===== src/rtl/afs_pkg.sv =====
// ----------------------------------------------------------------------------
// afs_pkg
// Shared types and constants of the audio frame sequencer.
// ----------------------------------------------------------------------------
package afs_pkg;

  // item function codes
  typedef enum logic [1:0] {
    FUNC_TICK  = 2'd0,
    FUNC_WRITE = 2'd1,
    FUNC_READ  = 2'd2
  } func_e;

  // step numbers at which the sequence acts
  localparam logic [15:0] STEP_Q1   = 16'd7457;
  localparam logic [15:0] STEP_Q2   = 16'd14913;
  localparam logic [15:0] STEP_Q3   = 16'd22371;
  localparam logic [15:0] STEP_IRQ  = 16'd29828;
  localparam logic [15:0] STEP_END4 = 16'd29829;
  localparam logic [15:0] STEP_END5 = 16'd37281;

  // frame control byte layout
  localparam int unsigned     CTRL_MODE_BIT    = 7;
  localparam logic [7:0]      CTRL_INHIBIT_MSK = 8'h40;

  // counter reset delay after a write, by parity
  localparam logic [2:0] DELAY_ODD  = 3'd4;
  localparam logic [2:0] DELAY_EVEN = 3'd5;

  // one input item
  typedef struct packed {
    logic [1:0] func;
    logic [7:0] data;
  } item_t;

  // one result item
  typedef struct packed {
    logic quarter_frame;
    logic half_frame;
    logic irq_read;
    logic irq_pending;
  } result_t;

  // sequencer state
  typedef struct packed {
    logic [15:0] step_count;
    logic        odd_phase;
    logic        reset_pending;
    logic [2:0]  reset_countdown;
    logic        five_step_mode;
    logic        irq_inhibit;
    logic        frame_irq;
  } state_t;

endpackage


===== src/rtl/afs_if.sv =====
// ----------------------------------------------------------------------------
// afs channel interfaces
// Valid/ready channels for input items and result items.
// ----------------------------------------------------------------------------
interface afs_in_if;
  logic       valid;
  logic       ready;
  logic [1:0] func;
  logic [7:0] data;

  modport source (output valid, output func, output data, input ready);
  modport sink   (input valid, input func, input data, output ready);
endinterface

interface afs_out_if;
  logic valid;
  logic ready;
  logic quarter_frame;
  logic half_frame;
  logic irq_read;
  logic irq_pending;

  modport source (output valid, output quarter_frame, output half_frame,
                  output irq_read, output irq_pending, input ready);
  modport sink   (input valid, input quarter_frame, input half_frame,
                  input irq_read, input irq_pending, output ready);
endinterface


===== src/rtl/afs_in_reg.sv =====
// ----------------------------------------------------------------------------
// afs_in_reg
// Input register: holds one accepted item until the step logic takes it.
// ----------------------------------------------------------------------------
module afs_in_reg
  import afs_pkg::*;
(
  input  logic  clk_i,
  input  logic  rst_ni,
  input  logic  valid_i,
  output logic  ready_o,
  input  item_t item_i,
  output logic  valid_o,
  input  logic  ready_i,
  output item_t item_o
);

  logic  valid_q;
  item_t item_q;

  // free when empty or emptied this cycle
  assign ready_o = !valid_q || ready_i;

  // occupancy
  always_ff @(posedge clk_i or negedge rst_ni) begin
    if (!rst_ni) begin
      valid_q <= 1'b0;
    end else if (ready_o) begin
      valid_q <= valid_i;
    end
  end

  // payload
  always_ff @(posedge clk_i) begin
    if (ready_o && valid_i) begin
      item_q <= item_i;
    end
  end

  assign valid_o = valid_q;
  assign item_o  = item_q;

endmodule


===== src/rtl/afs_step_logic.sv =====
// ----------------------------------------------------------------------------
// afs_step_logic
// Next state and result of the frame sequencer for one item.
// ----------------------------------------------------------------------------
module afs_step_logic
  import afs_pkg::*;
(
  input  state_t  state_i,
  input  item_t   item_i,
  output state_t  state_o,
  output result_t result_o
);

  always_comb begin
    state_t      s;
    logic [15:0] base;
    logic        qf;
    logic        hf;
    logic        rd;

    s    = state_i;
    base = state_i.step_count;
    qf   = 1'b0;
    hf   = 1'b0;
    rd   = 1'b0;

    case (item_i.func)
      FUNC_TICK: begin
        // pending counter reset counts down first
        if (s.reset_pending) begin
          if (s.reset_countdown != 3'd0) begin
            s.reset_countdown = s.reset_countdown - 3'd1;
          end
          if (s.reset_countdown == 3'd0) begin
            base            = 16'd0;
            s.reset_pending = 1'b0;
          end
        end
        s.odd_phase  = !s.odd_phase;
        s.step_count = base + 16'd1;
        // act on the new step number
        if (s.step_count == STEP_Q1 || s.step_count == STEP_Q3) begin
          qf = 1'b1;
        end else if (s.step_count == STEP_Q2) begin
          qf = 1'b1;
          hf = 1'b1;
        end else if (s.step_count == STEP_IRQ) begin
          if (!s.five_step_mode && !s.irq_inhibit) begin
            s.frame_irq = 1'b1;
          end
        end else if (s.step_count == STEP_END4) begin
          if (!s.five_step_mode) begin
            qf           = 1'b1;
            hf           = 1'b1;
            s.step_count = 16'd0;
          end
        end else if (s.step_count == STEP_END5) begin
          qf           = 1'b1;
          hf           = 1'b1;
          s.step_count = 16'd0;
        end
      end
      FUNC_WRITE: begin
        s.five_step_mode = item_i.data[CTRL_MODE_BIT];
        s.irq_inhibit    = |(item_i.data & CTRL_INHIBIT_MSK);
        if (s.irq_inhibit) begin
          s.frame_irq = 1'b0;
        end
        s.reset_countdown = s.odd_phase ? DELAY_ODD : DELAY_EVEN;
        s.reset_pending   = 1'b1;
        // five-step mode clocks both frames at once
        if (s.five_step_mode) begin
          qf = 1'b1;
          hf = 1'b1;
        end
      end
      FUNC_READ: begin
        rd          = s.frame_irq;
        s.frame_irq = 1'b0;
      end
      default: begin
      end
    endcase

    state_o                = s;
    result_o.quarter_frame = qf;
    result_o.half_frame    = hf;
    result_o.irq_read      = rd;
    result_o.irq_pending   = s.frame_irq;
  end

endmodule


===== src/rtl/apu_frame_sequencer.sv =====
// ----------------------------------------------------------------------------
// apu_frame_sequencer
// Audio frame sequencer: ticks, frame-control writes and status reads
// drive a step counter that pulses quarter- and half-frame clocks and
// raises the frame interrupt.
// ----------------------------------------------------------------------------
//
//  channel | dir | payload                                          | handshake
//  --------+-----+--------------------------------------------------+----------
//  in_i    | in  | func[1:0], data[7:0]                             | valid/ready
//  out_o   | out | quarter_frame, half_frame, irq_read, irq_pending | valid/ready
//
// One item per cycle sustained while out_o.ready is high; an item passes from
// in_i to out_o through the input register, then the result register.
// The sequencer state is updated as an item leaves the input register, so
// each item sees the state left by the one before it.
// A stall on out_o holds both registers; in_i.ready falls only when both
// are full and out_o.ready is low.
// rst_ni clears all state and both valid flags at once.
// ----------------------------------------------------------------------------
module apu_frame_sequencer
  import afs_pkg::*;
(
  input logic             clk_i,
  input logic             rst_ni,
  afs_in_if.sink          in_i,
  afs_out_if.source       out_o
);

  item_t   in_item;
  item_t   stage_item;
  logic    stage_valid;
  logic    stage_ready;
  state_t  state_q;
  state_t  state_d;
  result_t step_res;
  result_t res_q;
  logic    res_valid_q;
  logic    advance;

  assign in_item.func = in_i.func;
  assign in_item.data = in_i.data;

  // input register
  afs_in_reg u_in_reg (
    .clk_i   (clk_i),
    .rst_ni  (rst_ni),
    .valid_i (in_i.valid),
    .ready_o (in_i.ready),
    .item_i  (in_item),
    .valid_o (stage_valid),
    .ready_i (stage_ready),
    .item_o  (stage_item)
  );

  // sequencer step
  afs_step_logic u_step (
    .state_i  (state_q),
    .item_i   (stage_item),
    .state_o  (state_d),
    .result_o (step_res)
  );

  assign stage_ready = !res_valid_q || out_o.ready;
  assign advance     = stage_valid && stage_ready;

  // sequencer state
  always_ff @(posedge clk_i or negedge rst_ni) begin
    if (!rst_ni) begin
      state_q <= '0;
    end else if (advance) begin
      state_q <= state_d;
    end
  end

  // result register occupancy
  always_ff @(posedge clk_i or negedge rst_ni) begin
    if (!rst_ni) begin
      res_valid_q <= 1'b0;
    end else if (stage_ready) begin
      res_valid_q <= stage_valid;
    end
  end

  // result payload
  always_ff @(posedge clk_i) begin
    if (advance) begin
      res_q <= step_res;
    end
  end

  assign out_o.valid         = res_valid_q;
  assign out_o.quarter_frame = res_q.quarter_frame;
  assign out_o.half_frame    = res_q.half_frame;
  assign out_o.irq_read      = res_q.irq_read;
  assign out_o.irq_pending   = res_q.irq_pending;

  // a half-frame pulse always comes with a quarter-frame pulse
  a_half_has_quarter: assert property (@(posedge clk_i) disable iff (!rst_ni)
    res_valid_q && res_q.half_frame |-> res_q.quarter_frame)
    else $error("half_frame without quarter_frame");

  // a status read leaves the flag clear
  a_read_clears: assert property (@(posedge clk_i) disable iff (!rst_ni)
    res_valid_q && res_q.irq_read |-> !res_q.irq_pending)
    else $error("irq flag still set after status read");

  // a pending reset always has ticks left to run
  a_pending_countdown: assert property (@(posedge clk_i) disable iff (!rst_ni)
    state_q.reset_pending |-> (state_q.reset_countdown != 3'd0 &&
                               state_q.reset_countdown <= DELAY_EVEN))
    else $error("reset countdown out of range");

  // the step counter stays inside the five-step sequence
  a_step_range: assert property (@(posedge clk_i) disable iff (!rst_ni)
    state_q.step_count < STEP_END5)
    else $error("step counter beyond sequence end");

  // the sequencer state moves only when an item advances
  a_result_follows_state: assert property (@(posedge clk_i) disable iff (!rst_ni)
    !advance |=> $stable(state_q))
    else $error("state changed without an item");

endmodule

===== src/flat_wrapper.sv =====
// flat-port wrapper written by rule: the top's interface ports become plain ports
module apu_frame_sequencer_flat import afs_pkg::*;
  (clk_i, rst_ni, in_i_valid, in_i_func, in_i_data, in_i_ready, out_o_valid, out_o_quarter_frame, out_o_half_frame, out_o_irq_read, out_o_irq_pending, out_o_ready);
  afs_in_if in_i_i ();
  afs_out_if out_o_i ();
  input logic clk_i;
  input logic rst_ni;
  input wire logic [$bits(in_i_i.valid)-1:0] in_i_valid;
  input wire logic [$bits(in_i_i.func)-1:0] in_i_func;
  input wire logic [$bits(in_i_i.data)-1:0] in_i_data;
  output wire logic [$bits(in_i_i.ready)-1:0] in_i_ready;
  output wire logic [$bits(out_o_i.valid)-1:0] out_o_valid;
  output wire logic [$bits(out_o_i.quarter_frame)-1:0] out_o_quarter_frame;
  output wire logic [$bits(out_o_i.half_frame)-1:0] out_o_half_frame;
  output wire logic [$bits(out_o_i.irq_read)-1:0] out_o_irq_read;
  output wire logic [$bits(out_o_i.irq_pending)-1:0] out_o_irq_pending;
  input wire logic [$bits(out_o_i.ready)-1:0] out_o_ready;
  assign in_i_i.valid = in_i_valid;
  assign in_i_i.func = in_i_func;
  assign in_i_i.data = in_i_data;
  assign in_i_ready = in_i_i.ready;
  assign out_o_valid = out_o_i.valid;
  assign out_o_quarter_frame = out_o_i.quarter_frame;
  assign out_o_half_frame = out_o_i.half_frame;
  assign out_o_irq_read = out_o_i.irq_read;
  assign out_o_irq_pending = out_o_i.irq_pending;
  assign out_o_i.ready = out_o_ready;
  apu_frame_sequencer u_core (.clk_i(clk_i), .rst_ni(rst_ni), .in_i(in_i_i), .out_o(out_o_i));
endmodule

===== config.mk =====
export PLATFORM = sky130hd
export DESIGN_NAME = apu_frame_sequencer_flat
export DESIGN_NICKNAME = d
export VERILOG_FILES = /design/src/rtl/afs_pkg.sv /design/src/rtl/afs_if.sv /design/src/rtl/afs_in_reg.sv /design/src/rtl/afs_step_logic.sv /design/src/rtl/apu_frame_sequencer.sv /design/src/flat_wrapper.sv
export SDC_FILE = /design/constraint.sdc
export NUM_CORES = 1
export LEC_CHECK = 0
export BUFFER_PORTS_ARGS = -buffer_cell sky130_fd_sc_hd__buf_2
export CORE_MARGIN = 10
export CORE_UTILIZATION = 35
export DETAILED_ROUTE_END_ITERATION = 12
export SYNTH_ARGS = -nofsm -noshare
export SYNTH_HDL_FRONTEND = slang
export SYNTH_SLANG_ARGS = --single-unit

===== constraint.sdc =====
create_clock -name clk_i -period 4.2 [get_ports clk_i]
set_input_delay 0.42 -clock clk_i [delete_from_list [all_inputs] [get_ports clk_i]]
set_output_delay 0.42 -clock clk_i [all_outputs]
set_load 0.005 [all_outputs]

==> impl_results.md <==
* Buffer type at the clock tree root: sky130_fd_sc_hd__clkbuf_8
* Pin count of the biggest net entering global routing at 27
* Via-to-Cell Ratio at ~5.8
* I/O Pins at 20
* Measured slew at the worst slew-check pin at approximately 770 ps
* Headroom to the max-slew limit at between 40% and 50%
* Worst path required time at roughly 4400 ps
* Setup CP Type: reg -> reg
* Maximum count of clock buffers along a single path at 2
* Setup TNS at 0 ps
* Flops & latches, synth at 34
* Largest fanout on the critical path at 7
* Peak supply drop at a little over 300 µV
* Clock tree from TritonCTS: built
* Internal power of the cells at ~800 µW
* Number of antenna-violating nets in the routed design at 0
* Worst min-delay path category: in -> async
* Number of placement rows at 29
* Number of filler cells placed in the layout at 631
* CP Buf/Inv Count at 4
* Summed instance area of the synthesized netlist at around 2300 µm²
* Input/output buffers at 13
* Number of global-route vias before repair at about 1.8k
* Main area contributors after synthesis: sky130_fd_sc_hd__dfrtp_1 28%, sky130_fd_sc_hd__edfxtp_1 10%, sky130_fd_sc_hd__nand2_1 4.2%, sky130_fd_sc_hd__xnor2_1 3.8%, sky130_fd_sc_hd__ha_1 3.2%
* Synthesis-to-finish area growth at 12.3%
* Clk pwr share at 22.8%
* Proportion of netlist area held by the largest area contributor at 27.9%
* Reported leakage power at between 1 and 1.5 nW
* Floorplan die height at about 100 µm
* CP Data Arrival Time at around 4200 ps
* Global-route congestion overflow total at 0
* Residual DRC at 0
* Cell with the biggest individual delay on the critical path: sky130_fd_sc_hd__or4_4
* Setup slack after placement at between 100 and 150 ps
* Combinational cell fraction of total power at around 40%
* Drt initial violations at 140
* Crit path launch: u_core.state_q[3]
* Family with the most delay on the worst path: compound AO/OA/AOI/OAI gates
* Worst clock skew at about 8.5 ps
* Total track usage at approximately 11%
* Final HPWL from detailed placement at 4.03 mm
* Cells after synthesis at approximately 250
* Worst r2r src: u_core.state_q[3]
* Area of the core at around 6400 µm²
* Time the final worst path needs with I/O delays and setup at about 4000 ps
* Top_reg_cell synth: sky130_fd_sc_hd__dfrtp_1
* Run status: completed
* Final setup violation count at 0
* Critical Path Sink Type: register
* Critical path launch point type: register
* Dominant cell type by count on the critical path: sky130_fd_sc_hd__inv_1
* Clock-pin slew on the worst setup and hold paths at 80 ps
* Mean instance size in the synthesized netlist at roughly 9.4 µm²
* Finished Core Util at roughly 41%
* Final Wtd Congestion at approximately 0.9
* Number of buffers added to fix hold violations after cts at 0
* Unique masters post-synth at 66
* Wire length of the first global-routing pass at between 9 and 10 mm
* Drt wl/cell at 16.5 µm
* Horizontal extent of the die at 102 µm
* Power share of the sequential group at between 30 and 40%
* Async set-or-reset flop fraction in the synthesized netlist at between 70% and 80%
* Reported net switching power at approximately 550 µW
* Number of max-slew violations in the final report at 0
* Clock insertion delay at the later pin of the skew report at 290 ps
* Total placed instance area at roughly 2500 µm²
* Final-stage net count at 281
* Power density over cell area at about 520 nW/µm²
* Wire length reported by the detailed router at roughly 5.6 mm
* Share of synthesized area occupied by flip-flops and latches at roughly two fifths
* Overall power of the completed layout at around 1.4 mW
* Pre-Repair DR Iteration Count at 4
* Non-Filler Cell Area, Final at roughly 2600 µm²
* Starting density of the core at 36.4%
* CP peak stage delay at about 510 ps
* DIE AREA at about 10000 µm²
* Cts bufs inserted at 5
* Fin worst setup slack at between 150 and 200 ps
* Library cell with the largest summed area after synthesis: sky130_fd_sc_hd__dfrtp_1
* Total via count after detailed routing at 1974
* Fraction of power spent switching nets at around 40%
* Count of yosys warnings during synthesis at 0
* Count of final hold-check violations at 0
* Post-Syn Nets at 268
* Fraction of the cycle the final worst path needs at a little over nine tenths
* Most numerous cell types in the synthesized netlist: 26 x sky130_fd_sc_hd__dfrtp_1, 26 x sky130_fd_sc_hd__nand2_1, 16 x sky130_fd_sc_hd__nor2_1
* Max_cap viols at 0
* Ant diodes at 0
* Fraction of final layout cells sized beyond drive strength 1 at a little over 20%
* Post-synth EDFFs at 8
* Number of levels the H-tree was split into at 2
* Highest clock frequency the design can meet at about 0.25 GHz
* Clock sinks at 34
* Number of antenna violations at the first check in global routing at 0
* Sequence of cells on the critical path: inv_1 > ha_1 > inv_1 > ha_1 > and4bb_1 > o21ai_2 > nand2_1 > inv_1 > ha_2 > and4_2 > a21boi_1 > or4_4 > a2111oi_4 > a32o_2 > buf_4 > o31ai_1 > o2bb2ai_1
[routing by layer]
layer	vias up	GRT usage [%]	wire [µm]
li1	959	-	-
met1	972	14.4	2630
met2	38	17.6	2670
met3	5	2.59	267
met4	0	2.64	39
met5	-	0	0
[path summary, 6_finish.rpt]
kind	to	slack (ps)	cells after the start
max	u_core.state_q[21]	200	17
min	u_core.state_q[16]	140	1
max reg2reg	u_core.state_q[21]	200	17
min reg2reg	u_core.out_o.valid	500	1
max in group asynchronous	u_core.state_q[3]	3620	1
min in group clk_i	u_core.u_in_reg.item_o[9]	300	1
[registers in the layout (all words and copies together) (netlist names)]
register	flops
u_core.out_o.valid	1
u_core.out_o.quarter_frame	1
u_core.out_o.irq_pending	1
u_core.state_q	24
u_core.out_o.irq_read	1
u_core.u_in_reg.valid_o	1
u_core.u_in_reg.item_o	4
u_core.out_o.half_frame	1
[power groups by stage]
stage	Combinational, mW	Sequential, mW	Clock (mW)
floorplan	0.441	0.454	0
global placement	0.521	0.502	0
detailed placement	0.529	0.503	0
CTS	0.532	0.497	0.321
global route	0.620	0.516	0.329
finish	0.554	0.505	0.312
[layout by cell type (no fill, tap or decap), drive strengths merged, types with 2 or more instances in the layout]
cell type / n
o21a: 4
clkinvlp: 2
edfxtp: 8
and2: 3
and3: 3
a311oi: 2
a211oi: 3
ha: 6
nor3: 9
nand2: 27
nor3b: 2
a21oi: 7
inv: 12
xnor2: 10
a31oi: 5
o21ai: 12
and4bb: 2
or3: 4
o31ai: 10
and4: 4
nor2: 16
dfrtp: 26
nand4: 6
o2bb2ai: 2
nor4: 5
nand2b: 6
o32ai: 2
nand3: 5
buf: 22
mux2: 2
a22o: 4
o211ai: 2
clkbuf: 5
or4: 3
[cell families after synthesis]
kind of cell             Yosys count  synth area share [%]
AND/OR/NAND/NOR                   99                  25.5
AO/OA/AOI/OAI                     67                  21.9
flip-flops                        34                  38.2
buffers and inverters             28                  5.73
XOR/XNOR                          11                  4.13
adder cells (fa/ha/maj)            6                  3.22
multiplexers                       3                  1.39
[metrics by stage]
stage,instances,hold WS [ps]
floorplan,248,124
global route,339,186
finish,339,136
detailed placement,328,475
global placement,328,478
CTS,336,158
[repair_timing]
item	in CTS	in global routing
buffers inserted	0	3
setup endpoints to repair	0	9
endpoints found under the hold margin	0	0
gates resized for setup	0	9
[cell type report]
| cell class | instances | area, µm² | share of cell area [%] |
|---|---|---|---|
| Clock buffer | 5 | 68.8 | 2.62 |
| Clock inverter | 3 | 45.0 | 1.72 |
| Inverter | 12 | 45.0 | 1.72 |
| Multi-Input combinational cell | 186 | 1340 | 51.2 |
| Sequential cell | 34 | 892 | 34.0 |
| Tap cell | 77 | 96.3 | 3.67 |
| Timing Repair Buffer | 22 | 133 | 5.06 |
Power figures use the tool's default switching activity.
